==> config.mk <==
export PLATFORM = sky130hd
export DESIGN_NAME = ner_ctrl
export DESIGN_NICKNAME = d
export VERILOG_FILES = /design/src/sv/ner_pkg.sv /design/src/sv/ner_ctrl.sv
export SDC_FILE = /design/constraint.sdc
export NUM_CORES = 1
export LEC_CHECK = 0
export ABC_AREA = 1
export BUFFER_PORTS_ARGS = -buffer_cell sky130_fd_sc_hd__buf_4
export CORE_AREA = 4 4 41 43
export CTS_CLUSTER_SIZE = 12
export DETAILED_ROUTE_END_ITERATION = 10
export DIE_AREA = 0 0 45 47
export SLEW_MARGIN = 20
export SYNTH_ARGS = -nofsm -noshare
export SYNTH_HDL_FRONTEND = slang
export SYNTH_SLANG_ARGS = --single-unit
==> constraint.sdc <==
create_clock -name i_clk -period 3.4 [get_ports i_clk]
set_input_delay 0 -clock i_clk [delete_from_list [all_inputs] [get_ports i_clk]]
set_output_delay 0 -clock i_clk [all_outputs]
set_load 0.01 [all_outputs]
==> src/sv/ner_pkg.sv <==
// Shared types and constants for the note event recorder.
// Used by ner_ctrl, ner_dpath, note_event_recorder and ner_checker; depends on nothing.
package ner_pkg;

    // Field widths of the stream items and of one table entry.
    localparam int NOTE_W  = 8;
    localparam int TIME_W  = 16;
    localparam int LEN_W   = 8;
    localparam int COUNT_W = 9;

    // Packed widths of the stream buses (whole bytes).
    localparam int S_TDATA_W = 24;
    localparam int M_TDATA_W = 16;

    // Default number of table entries.
    localparam int DEFAULT_TABLE_DEPTH = 256;

    // One stored note event; a zero length marks the note as still open.
    typedef struct packed {
        logic [NOTE_W-1:0] note;
        logic [TIME_W-1:0] start;
        logic [LEN_W-1:0]  length;
    } t_entry;

    // Controller states.
    typedef enum logic [1:0] {
        S_IDLE,
        S_DECODE,
        S_SCAN,
        S_RESULT
    } t_state;

    // Commands from the controller to the datapath.
    typedef struct packed {
        logic load;       // capture the input item
        logic append;     // write a new open entry
        logic start_scan; // point the walk at the newest entry
        logic issue_read; // read the next older entry
        logic close;      // write the length into the matched entry
        logic fail;       // the event is rejected
        logic publish;    // move the result into the output register
    } t_cmd;

    // Status from the datapath to the controller.
    typedef struct packed {
        logic is_on;    // latched item is a note-on
        logic full;     // table holds TABLE_DEPTH entries
        logic ptr_zero; // no older entry left to read
        logic rd_valid; // read data belongs to the walk
        logic hit;      // read entry is open and has the same note
        logic out_free; // output register can take a result
    } t_status;

endpackage

==> src/sv/ner_ctrl.sv <==
// Controller state machine of the note event recorder.
// Depends on ner_pkg for the state, command and status types.
module ner_ctrl (
    input  logic             i_clk,
    input  logic             i_rst_n,
    input  logic             i_in_valid,
    input  ner_pkg::t_status i_status,
    output logic             o_in_ready,
    output ner_pkg::t_cmd    o_cmd
);
    import ner_pkg::*;

    t_state r_state;
    t_state n_state;

    // State register.
    always_ff @(posedge i_clk) begin
        if (!i_rst_n) begin
            r_state <= S_IDLE;
        end else begin
            r_state <= n_state;
        end
    end

    // Next state.
    always_comb begin
        n_state = r_state;
        unique case (r_state)
            S_IDLE: begin
                if (i_in_valid) begin
                    n_state = S_DECODE;
                end
            end
            S_DECODE: begin
                n_state = i_status.is_on ? S_RESULT : S_SCAN;
            end
            S_SCAN: begin
                if ((i_status.rd_valid && i_status.hit) || i_status.ptr_zero) begin
                    n_state = S_RESULT;
                end
            end
            S_RESULT: begin
                if (i_status.out_free) begin
                    n_state = S_IDLE;
                end
            end
            default: n_state = S_IDLE;
        endcase
    end

    // Commands for the datapath.
    always_comb begin
        o_cmd      = '0;
        o_in_ready = 1'b0;
        unique case (r_state)
            S_IDLE: begin
                o_in_ready = 1'b1;
                o_cmd.load = i_in_valid;
            end
            S_DECODE: begin
                if (i_status.is_on) begin
                    o_cmd.append = !i_status.full;
                    o_cmd.fail   = i_status.full;
                end else begin
                    o_cmd.start_scan = 1'b1;
                end
            end
            S_SCAN: begin
                // A match ends the walk; otherwise the walk stops when no entry is left.
                priority if (i_status.rd_valid && i_status.hit) begin
                    o_cmd.close = 1'b1;
                end else if (i_status.ptr_zero) begin
                    o_cmd.fail = 1'b1;
                end else begin
                    o_cmd.issue_read = 1'b1;
                end
            end
            S_RESULT: begin
                o_cmd.publish = i_status.out_free;
            end
            default: begin
                o_cmd = '0;
            end
        endcase
    end

endmodule

==> run_results.csv, run 1 <==
group,metric,value,unit
yosys,synth.cell_area,253,um^2
sta,timing.clock.skew,0.00275,ns
detailed_routing,drcViolationCount,0,
cts,cts_tree,"yes",
layout,layout.cell_area.non_filler,414,um^2
layout,most_common_cell_after_layout_fill_and_taps_aside,"sky130_fd_sc_hd__buf_4",
yosys,synth-seq-area-share,15.8,%
placement,hpwlAfterDp,506,um
die,die_height,47,um
yosys,avg_cell_area_syn,6.02,um^2
die,dieArea,2120,um^2
die,horiz_die_dim,45,um
sta,final-max-slew-violation-count,0,
yosys,ys.warnings.count,0,
sta,max_clock_freq,740,MHz
layout,final_cell_mix,"16 x sky130_fd_sc_hd__buf_4, 10 x sky130_fd_sc_hd__nand2_1, 10 x sky130_fd_sc_hd__inv_1",
critical_path,worstPathRequired,3.40,ns
layout,layout_top_registers,"r_state: 2 flops",
cts,worst_skew_late_latency,0.22,ns
die,ioPinCount,17,
layout,nets,76,
die,design.core.area,1300,um^2
placement,place.port_buffers,16,
sta,hold_slack_final,0.00787,ns
layout,largest_register_ff_count,2,
layout,fill_cells,161,
global_routing,pin_count_of_the_biggest_net_entering_global_routing,6,
layout,post_route_cells_drive_above_1_share,39.3,%
cts,clkTransAtPathRegs,0.03,ns
sta,hold_viol,0,
global_routing,antenna_violations_before_repair,0,
sta,max-slew-margin-rel,88.5,%
cts,postCtsResizedCells,0,
global_routing,grt_pass1_vias,272,
power,vdd_drop_max,0.225,mV
sta,finalCritPeriodShare,39.7,%
placement,post_dp_cell_area,392,um^2
sta,period_minus_slack,1.35,ns
cts,ctsLongestPathBuffers,2,
critical_path,worst-endpoint-arrival,1.35,ns
power,cellPowerDensity,721,nW/um^2
layout,num_antenna_cells,0,
layout,syn2layout_area_growth,63.9,%
cts,clk_root_buffer_cell,"sky130_fd_sc_hd__clkbuf_4",
yosys,synth_nets,55,
cts,cts-htree-levels,1,
sta,finalSetupViolations,0,
global_routing,grt_first_pass_wirelength,986,um
detailed_routing,routed_wl,581,um
cts,cts.sink_count,2,
critical_path,critPathKind,"reg2out",
sta,grt_setup_unrepaired,"no",
layout,most_flop_heavy_register,"r_state",
sta,worst-slew-pin-transition,0.171,ns
cts,ctsHoldBuffers,0,
cts,numCtsBuffers,3,
detailed_routing,detail_route.first_pass.iterations,3,
detailed_routing,wl_per_cell,7.64,um
detailed_routing,drt-vias-per-instance,3.97,
flow_run,cap_violations,0,
yosys,synth.area.top_cells,"sky130_fd_sc_hd__ha_1 20%, sky130_fd_sc_hd__dfxtp_1 16%, sky130_fd_sc_hd__inv_1 15%",
die,row_count,13,
global_routing,globalRouteTotalUtil,7.02,%
yosys,postSynthCellCount,42,
critical_path,critPathMaxFanout,5,
yosys,synth.lib_cells_used.distinct,14,
yosys,yosys.area.top_type,"sky130_fd_sc_hd__ha_1",
critical_path,worstSetupStartpointType,"flip-flop",
cts,post_cts.repair.setup_buffers,0,
sta,fin_setup_tns,0,ns
min_path,hold_path_depth,3,
detailed_routing,antenna_left,0,
die,initial_core_util,19.4,%
detailed_routing,drt_first_iter_violations,1,
min_path,hold_class,"in2reg",
yosys,register_bit_total_from_synthesis,2,
critical_path,cp-end-kind,"output pin",
run_status,status,"finished, final reports clean",
global_routing,globalRouteOverflowTotal,0,
detailed_routing,detailroute.via_count,302,
critical_path,r2r.worst_path.cells,8,
placement,gpl.final_weighted_congestion,0.705,
yosys,yosys.area.top_type_share,19.8,%
power,power.leakage,0.251,nW
metal layers:
layer	vias to the layer above	global-route usage (%)	share of wire, %
met4	0	3.51	0
met1	131	6.33	38
met5	-	0	0
met2	8	11.3	52
met3	0	5.75	10
li1	163	-	-
critical path, cell delays in order (launching register included):
cell	delay (ns)
sky130_fd_sc_hd__dfxtp_1	0.36
sky130_fd_sc_hd__inv_1	0.12
sky130_fd_sc_hd__ha_1	0.30
sky130_fd_sc_hd__a21boi_0	0.19
sky130_fd_sc_hd__buf_4	0.15
cells in the mapped netlist, drive strengths merged:
cell	number
nand2	12
nand3	3
a21boi	1
o21ai	1
inv	11
ha	4
nor2	7
dfxtp	2
a21oi	1
per-stage QoR:
stage | total power, mW | utilization [%] | cells | worst slack, ns
finish | 0.299 | 31.8 | 76 | 2.05
global route | 0.336 | 31.8 | 76 | 1.92
global placement | 0.247 | 30.1 | 73 | 2.16
detailed placement | 0.248 | 30.1 | 73 | 2.15
CTS | 0.305 | 31.8 | 76 | 2.03
floorplan | 0.182 | - | 42 | 2.21
cells by family (layout without fill, tap and decap cells):
family | after synthesis | count (layout) | share of synthesized area, %
adder cells (fa/ha/maj) | 4 | 4 | 19.8
buffers and inverters | 11 | 30 | 16.3
AND/OR/NAND/NOR | 22 | 22 | 41.1
flip-flops | 2 | 2 | 15.8
AO/OA/AOI/OAI | 3 | 3 | 6.93
layout make-up:
type	instances	area, um^2	area share [%]
Multi-Input combinational cell	29	171	41.4
Timing Repair Buffer	16	120	29.0
Clock buffer	3	22.5	5.44
Sequential cell	2	40.0	9.67
Tap cell	15	18.8	4.53
Inverter	11	41.3	9.97
power by group:
group	switching, mW	total [mW]	internal, mW	leakage, nW
clock	0.0135	0.0525	0.0389	0.0138
sequential	0.0115	0.0474	0.0359	0.0167
combinational	0.108	0.199	0.0904	0.221
worst paths after layout:
path / slack (ns) / to / start
setup / recovery: 2.05 / o_cmd[1] / r_state[0]$_SDFFE_PN0P_
setup reg to reg: 2.15 / r_state[1]$_SDFFE_PN0P_ / r_state[0]$_SDFFE_PN0P_
hold reg to reg: 0.63 / r_state[1]$_SDFFE_PN0P_ / r_state[1]$_SDFFE_PN0P_
hold / removal: 0.008 / r_state[0]$_SDFFE_PN0P_ / i_rst_n
Note: power is estimated with default switching activity, not from simulation.
==> inputs of run 2 (changes only) <==
==> constraint.sdc (replaced) <==
create_clock -name i_clk -period 1.33 [get_ports i_clk]
set_input_delay 0 -clock i_clk [delete_from_list [all_inputs] [get_ports i_clk]]
set_output_delay 0 -clock i_clk [all_outputs]
set_load 0.01 [all_outputs]
==> run 2 against run 1 <==
Compared with the run above: cell count grew 1.3%; global-route usage grew 0.16 points; wire length grew 4.3%; critical endpoint unchanged.
==> run_results.csv, run 2 (same netlist as run 1, synthesis figures left out) <==
group,metric,value,unit
sta,max-slew-margin-rel,88.5,%
critical_path,critPathMaxFanout,5,
layout,layout_top_registers,"r_state: 2 flops",
detailed_routing,antenna_left,0,
sta,grt_setup_unrepaired,"no",
cts,post_cts.repair.setup_buffers,0,
critical_path,rr_startpoint,"r_state[0]$_SDFFE_PN0P_",
placement,place.port_buffers,16,
global_routing,pin_count_of_the_biggest_net_entering_global_routing,6,
critical_path,worst-endpoint-arrival,1.23,ns
power,switchingPower,0.352,mW
critical_path,critPathKind,"reg2out",
placement,gpl.final_weighted_congestion,0.706,
run_status,status,"finished, final reports clean",
die,row_count,13,
cts,cts.sink_count,2,
power,power.leakage,0.253,nW
power,intPower,0.445,mW
min_path,hold_class,"in2reg",
power,fin_total_pwr,0.797,mW
cts,cts_tree,"yes",
layout,final_cell_mix,"16 x sky130_fd_sc_hd__buf_4, 10 x sky130_fd_sc_hd__nand2_1, 9 x sky130_fd_sc_hd__inv_1",
cts,clkTransAtPathRegs,0.03,ns
layout,multi_input_area,180,um^2
power,seq_power_share,16.5,%
sta,finalCritPeriodShare,92.7,%
power,p_sw_share,44.1,%
cts,ctsLongestPathBuffers,2,
layout,num_antenna_cells,0,
power,vdd_drop_max,0.849,mV
detailed_routing,detail_route.first_pass.iterations,2,
die,ioPinCount,17,
global_routing,grt_pass1_vias,270,
sta,max_clock_freq,811,MHz
cts,cts-htree-levels,1,
layout,nets,77,
flow_run,cap_violations,0,
die,initial_core_util,19.4,%
global_routing,grt_first_pass_wirelength,1.01,mm
sta,hold_viol,0,
layout,most_flop_heavy_register,"r_state",
placement,hpwlAfterDp,520,um
detailed_routing,detailroute.via_count,294,
sta,period_minus_slack,1.23,ns
detailed_routing,drt_first_iter_violations,4,
layout,largest_register_ff_count,2,
min_path,hold_path_depth,5,
critical_path,cp-end-kind,"output pin",
die,design.core.area,1300,um^2
layout,fill_cells,158,
power,clock_power_share,17.1,%
layout,syn2layout_area_growth,72.3,%
layout,post_route_cells_drive_above_1_share,48.4,%
sta,hold_slack_final,0.218,ns
cts,numCtsBuffers,3,
die,dieArea,2120,um^2
cts,worst_skew_late_latency,0.23,ns
power,comb_power_share,66.4,%
sta,finalSetupViolations,0,
critical_path,worstSetupStartpointType,"flip-flop",
detailed_routing,drt-vias-per-instance,3.82,
sta,final-max-slew-violation-count,0,
global_routing,antenna_violations_before_repair,0,
min_path,timing.hold.worst.start,"i_status[5]",
layout,regArea,42.5,um^2
power,cellPowerDensity,1830,nW/um^2
global_routing,globalRouteOverflowTotal,0,
critical_path,worstPathRequired,1.33,ns
die,die_height,47,um
critical_path,cp-startpoint,"r_state[0]$_SDFFE_PN0P_",
sta,worst-slew-pin-transition,0.171,ns
cts,clk_root_buffer_cell,"sky130_fd_sc_hd__clkbuf_4",
detailed_routing,routed_wl,606,um
sta,timing.clock.skew,0.00616,ns
detailed_routing,drcViolationCount,0,
critical_path,r2r.worst_path.cells,8,
layout,most_common_cell_after_layout_fill_and_taps_aside,"sky130_fd_sc_hd__buf_4",
global_routing,globalRouteTotalUtil,7.18,%
detailed_routing,wl_per_cell,7.87,um
sta,fin_setup_tns,0,ns
die,horiz_die_dim,45,um
run 2: changes by cell type in the layout (fill, tap and decap cells not counted), sizes merged:
cell,before,now
dlygate4sd3,0,1
run 2: final timing paths:
check                             to  slack [ns]
max reg2reg  r_state[1]$_SDFFE_PN0P_        0.17
max                         o_cmd[1]         0.1
min reg2reg  r_state[0]$_SDFFE_PN0P_        0.58
min          r_state[0]$_SDFFE_PN0P_        0.22
run 2: power groups by stage:
stage	Clock, mW	Sequential, mW	Combinational, mW
after floorplan	0	0.114	0.351
after global placement	0	0.122	0.513
after detailed placement	0	0.122	0.517
after CTS	0.146	0.124	0.523
after global routing	0.155	0.136	0.608
final	0.137	0.131	0.529
run 2: stage by stage:
step                      util (%)  setup slack [ns]  cell area, um^2  cells
after floorplan                  -             0.144              253     42
after CTS                     32.6           0.00726              424     77
final                         33.5            0.0969              435     77
after detailed placement      30.1            0.0848              392     73
after global routing          33.5            0.0201              435     77
after global placement        30.1            0.0850              392     73
run 2: cell type report:
cell class | count | area share, %
Tap cell | 15 | 4.31
Multi-Input combinational cell | 29 | 41.4
Timing Repair Buffer | 17 | 29.9
Inverter | 11 | 9.48
Sequential cell | 2 | 9.77
Clock buffer | 3 | 5.17
run 2: routing by layer:
layer | vias up | wire length [um] | track usage (%)
li1 | 163 | - | -
met1 | 122 | 235 | 7.01
met2 | 9 | 298 | 11.9
met3 | 0 | 72 | 6.90
met4 | 0 | 0 | 0
met5 | - | 0 | 0
run 2: critical path, stage by stage (launching register included):
cell and delay (ns):
sky130_fd_sc_hd__dfxtp_2 0.34, sky130_fd_sc_hd__inv_2 0.07, sky130_fd_sc_hd__ha_1 0.30, sky130_fd_sc_hd__a21boi_2 0.15
sky130_fd_sc_hd__buf_4 0.14
run 2: what timing repair did:
| action | CTS | global route |
|---|---|---|
| cloned | 0 | 0 |
| hold buffers | 1 | 0 |
| resized for setup | 1 | 6 |
| endpoints found under the setup margin | 1 | 1 |
| hold endpoints to repair | 1 | 0 |
==> inputs of run 3 (changes only) <==
--- a/config.mk
+++ b/config.mk
@@ -11,6 +11,7 @@
 export CTS_CLUSTER_SIZE = 12
 export DETAILED_ROUTE_END_ITERATION = 10
 export DIE_AREA = 0 0 45 47
+export PLACE_DENSITY = 0.5
 export SLEW_MARGIN = 20
 export SYNTH_ARGS = -nofsm -noshare
 export SYNTH_HDL_FRONTEND = slang
==> run 3 against run 2 <==
Compared with the run above: flip-flop and latch count stayed put; cell area down 2.3%; die area stayed put; cell count is the same; clock skew is 0.0023 ns lower; wire length is 7.1% lower; worst setup slack worse by 0.012 ns; sequential power is 8% lower; non-clock buffer count is the same; hold slack worse by 0.20 ns; critical path type unchanged.
==> run_results.csv, run 3 (same netlist as run 1, synthesis figures left out) <==
group,metric,value,unit
detailed_routing,detailroute.via_count,293,
power,switchingPower,0.348,mW
layout,largest_register_ff_count,2,
critical_path,worst-endpoint-arrival,1.24,ns
detailed_routing,top_layer_used,"met3",
cts,cts_tree,"yes",
cts,numCtsBuffers,3,
power,clock_power_share,16.4,%
sta,max-slew-margin-rel,90.5,%
detailed_routing,antenna_left,0,
sta,max_clock_freq,803,MHz
die,die_height,47,um
layout,final_cell_mix,"17 x sky130_fd_sc_hd__buf_4, 10 x sky130_fd_sc_hd__nand2_1, 9 x sky130_fd_sc_hd__inv_1",
power,fin_total_pwr,0.796,mW
detailed_routing,detail_route.first_pass.iterations,3,
global_routing,pin_count_of_the_biggest_net_entering_global_routing,6,
min_path,timing.hold.worst.start,"i_rst_n",
cts,cts.sink_count,2,
critical_path,reg2reg_slack,0.16,ns
power,intPower,0.449,mW
layout,most_flop_heavy_register,"r_state",
global_routing,grt_pass1_vias,233,
die,row_count,13,
critical_path,worstPathCellList,"inv_1, ha_1, a21boi_0, buf_4",
critical_path,critPathKind,"reg2out",
critical_path,critPathMaxFanout,4,
detailed_routing,drt-vias-per-instance,3.81,
detailed_routing,wl_per_cell,7.31,um
layout,regArea,41.3,um^2
layout,nets,77,
power,power.leakage,0.254,nW
power,p_sw_share,43.7,%
detailed_routing,drt_first_iter_violations,4,
layout,layout_top_registers,"r_state: 2 flops",
global_routing,globalRouteTotalUtil,5.99,%
critical_path,rr_startpoint,"r_state[1]$_SDFFE_PN0P_",
detailed_routing,wl_met3,64,um
placement,place.port_buffers,16,
run_status,status,"finished, final reports clean",
power,seq_power_share,15.0,%
critical_path,worstPathRequired,1.33,ns
layout,most_common_cell_after_layout_fill_and_taps_aside,"sky130_fd_sc_hd__buf_4",
detailed_routing,met1_length,238,um
sta,final-max-slew-violation-count,0,
die,ioPinCount,17,
critical_path,critical_path.n_buffers_inverters,2,
placement,hpwlAfterDp,494,um
global_routing,grt_first_pass_wirelength,897,um
detailed_routing,routed_wl,563,um
cts,cts-htree-levels,1,
min_path,hold_class,"in2reg",
critical_path,critical_path.top_delay_family,"flip-flops",
sta,grt_setup_unrepaired,"no",
placement,gpl.final_weighted_congestion,0.722,
die,design.core.area,1300,um^2
sta,period_minus_slack,1.24,ns
global_routing,globalRouteOverflowTotal,0,
cts,worst_skew_late_latency,0.22,ns
critical_path,max_stage_delay,0.34,ns
die,initial_core_util,19.4,%
detailed_routing,drcViolationCount,0,
detailed_routing,met2RoutedLength,259,um
sta,timing.clock.skew,0.00384,ns
critical_path,cp_slowest_cell,"sky130_fd_sc_hd__dfxtp_2",
sta,finalSetupViolations,0,
critical_path,cp-end-kind,"output pin",
sta,worst-slew-pin-transition,0.142,ns
critical_path,cp-startpoint,"r_state[1]$_SDFFE_PN0P_",
cts,post_cts.repair.setup_buffers,0,
sta,fin_setup_tns,0,ns
sta,hold_viol,0,
cts,ctsHoldBuffers,0,
cts,clk_root_buffer_cell,"sky130_fd_sc_hd__clkbuf_4",
power,comb_power_share,68.6,%
layout,multi_input_area,174,um^2
cts,ctsLongestPathBuffers,2,
flow_run,cap_violations,0,
cts,clkTransAtPathRegs,0.03,ns
critical_path,worstSetupStartpointType,"flip-flop",
die,horiz_die_dim,45,um
global_routing,antenna_violations_before_repair,0,
layout,fill_cells,161,
sta,finalCritPeriodShare,93.6,%
layout,post_route_cells_drive_above_1_share,45.2,%
layout,syn2layout_area_growth,68.3,%
die,dieArea,2120,um^2
layout,num_antenna_cells,0,
power,cellPowerDensity,1870,nW/um^2
power,vdd_drop_max,0.881,mV
## run 3: cell types whose count changed in the layout (fill, tap and decap cells not counted), sizes merged
cell and delta:
dlygate4sd3 -1, buf +1
## run 3: cell type report
| cell class | instances | share of cell area, % |
|---|---|---|
| Sequential cell | 2 | 9.71 |
| Multi-Input combinational cell | 29 | 40.9 |
| Timing Repair Buffer | 17 | 30.0 |
| Clock buffer | 3 | 5.29 |
| Tap cell | 15 | 4.41 |
| Inverter | 11 | 9.71 |
## run 3: power groups by stage
| stage | clock network, mW | registers [mW] | logic [mW] |
|---|---|---|---|
| after floorplan | 0 | 0.114 | 0.351 |
| after global placement | 0 | 0.114 | 0.548 |
| after detailed placement | 0 | 0.115 | 0.549 |
| after CTS | 0.138 | 0.113 | 0.552 |
| after global routing | 0.148 | 0.122 | 0.614 |
| final | 0.130 | 0.120 | 0.546 |
## run 3: layer usage
metal,track usage (%),up-vias
li1,-,163
met1,6.33,120
met3,3.45,0
met4,3.51,0
met5,0,-
met2,9.32,10
## run 3: worst register-to-register path, delay by kind of cell, from the launching register on
kind	cells	cell delay (ns)
flip-flops	1	0.34
buffers and inverters	2	0.13
adder cells (fa/ha/maj)	1	0.23
AND/OR/NAND/NOR	5	0.35
## run 3: through the flow
stage               hold slack (ns)  utilization (%)  worst slack [ns]  cells  cell area (um^2)
floorplan                    0.0475                -             0.144     42               253
global placement              0.240             30.7             0.146     74               399
detailed placement            0.241             30.7             0.117     74               399
CTS                          0.0127             32.4           0.00962     77               422
global route                 0.0287             32.7           0.00806     77               425
finish                       0.0203             32.7            0.0853     77               425
## run 3: timing repair
action	4_1_cts	5_1_grt
hold endpoints to repair	0	0
resized for setup	0	3
setup endpoints to repair	0	2
## run 3: final timing paths
path,endpoint,depth (start not counted)
max,o_cmd[1],4
min,r_state[0]$_SDFFE_PN0P_,3
max reg2reg,r_state[1]$_SDFFE_PN0P_,8
min reg2reg,r_state[0]$_SDFFE_PN0P_,4
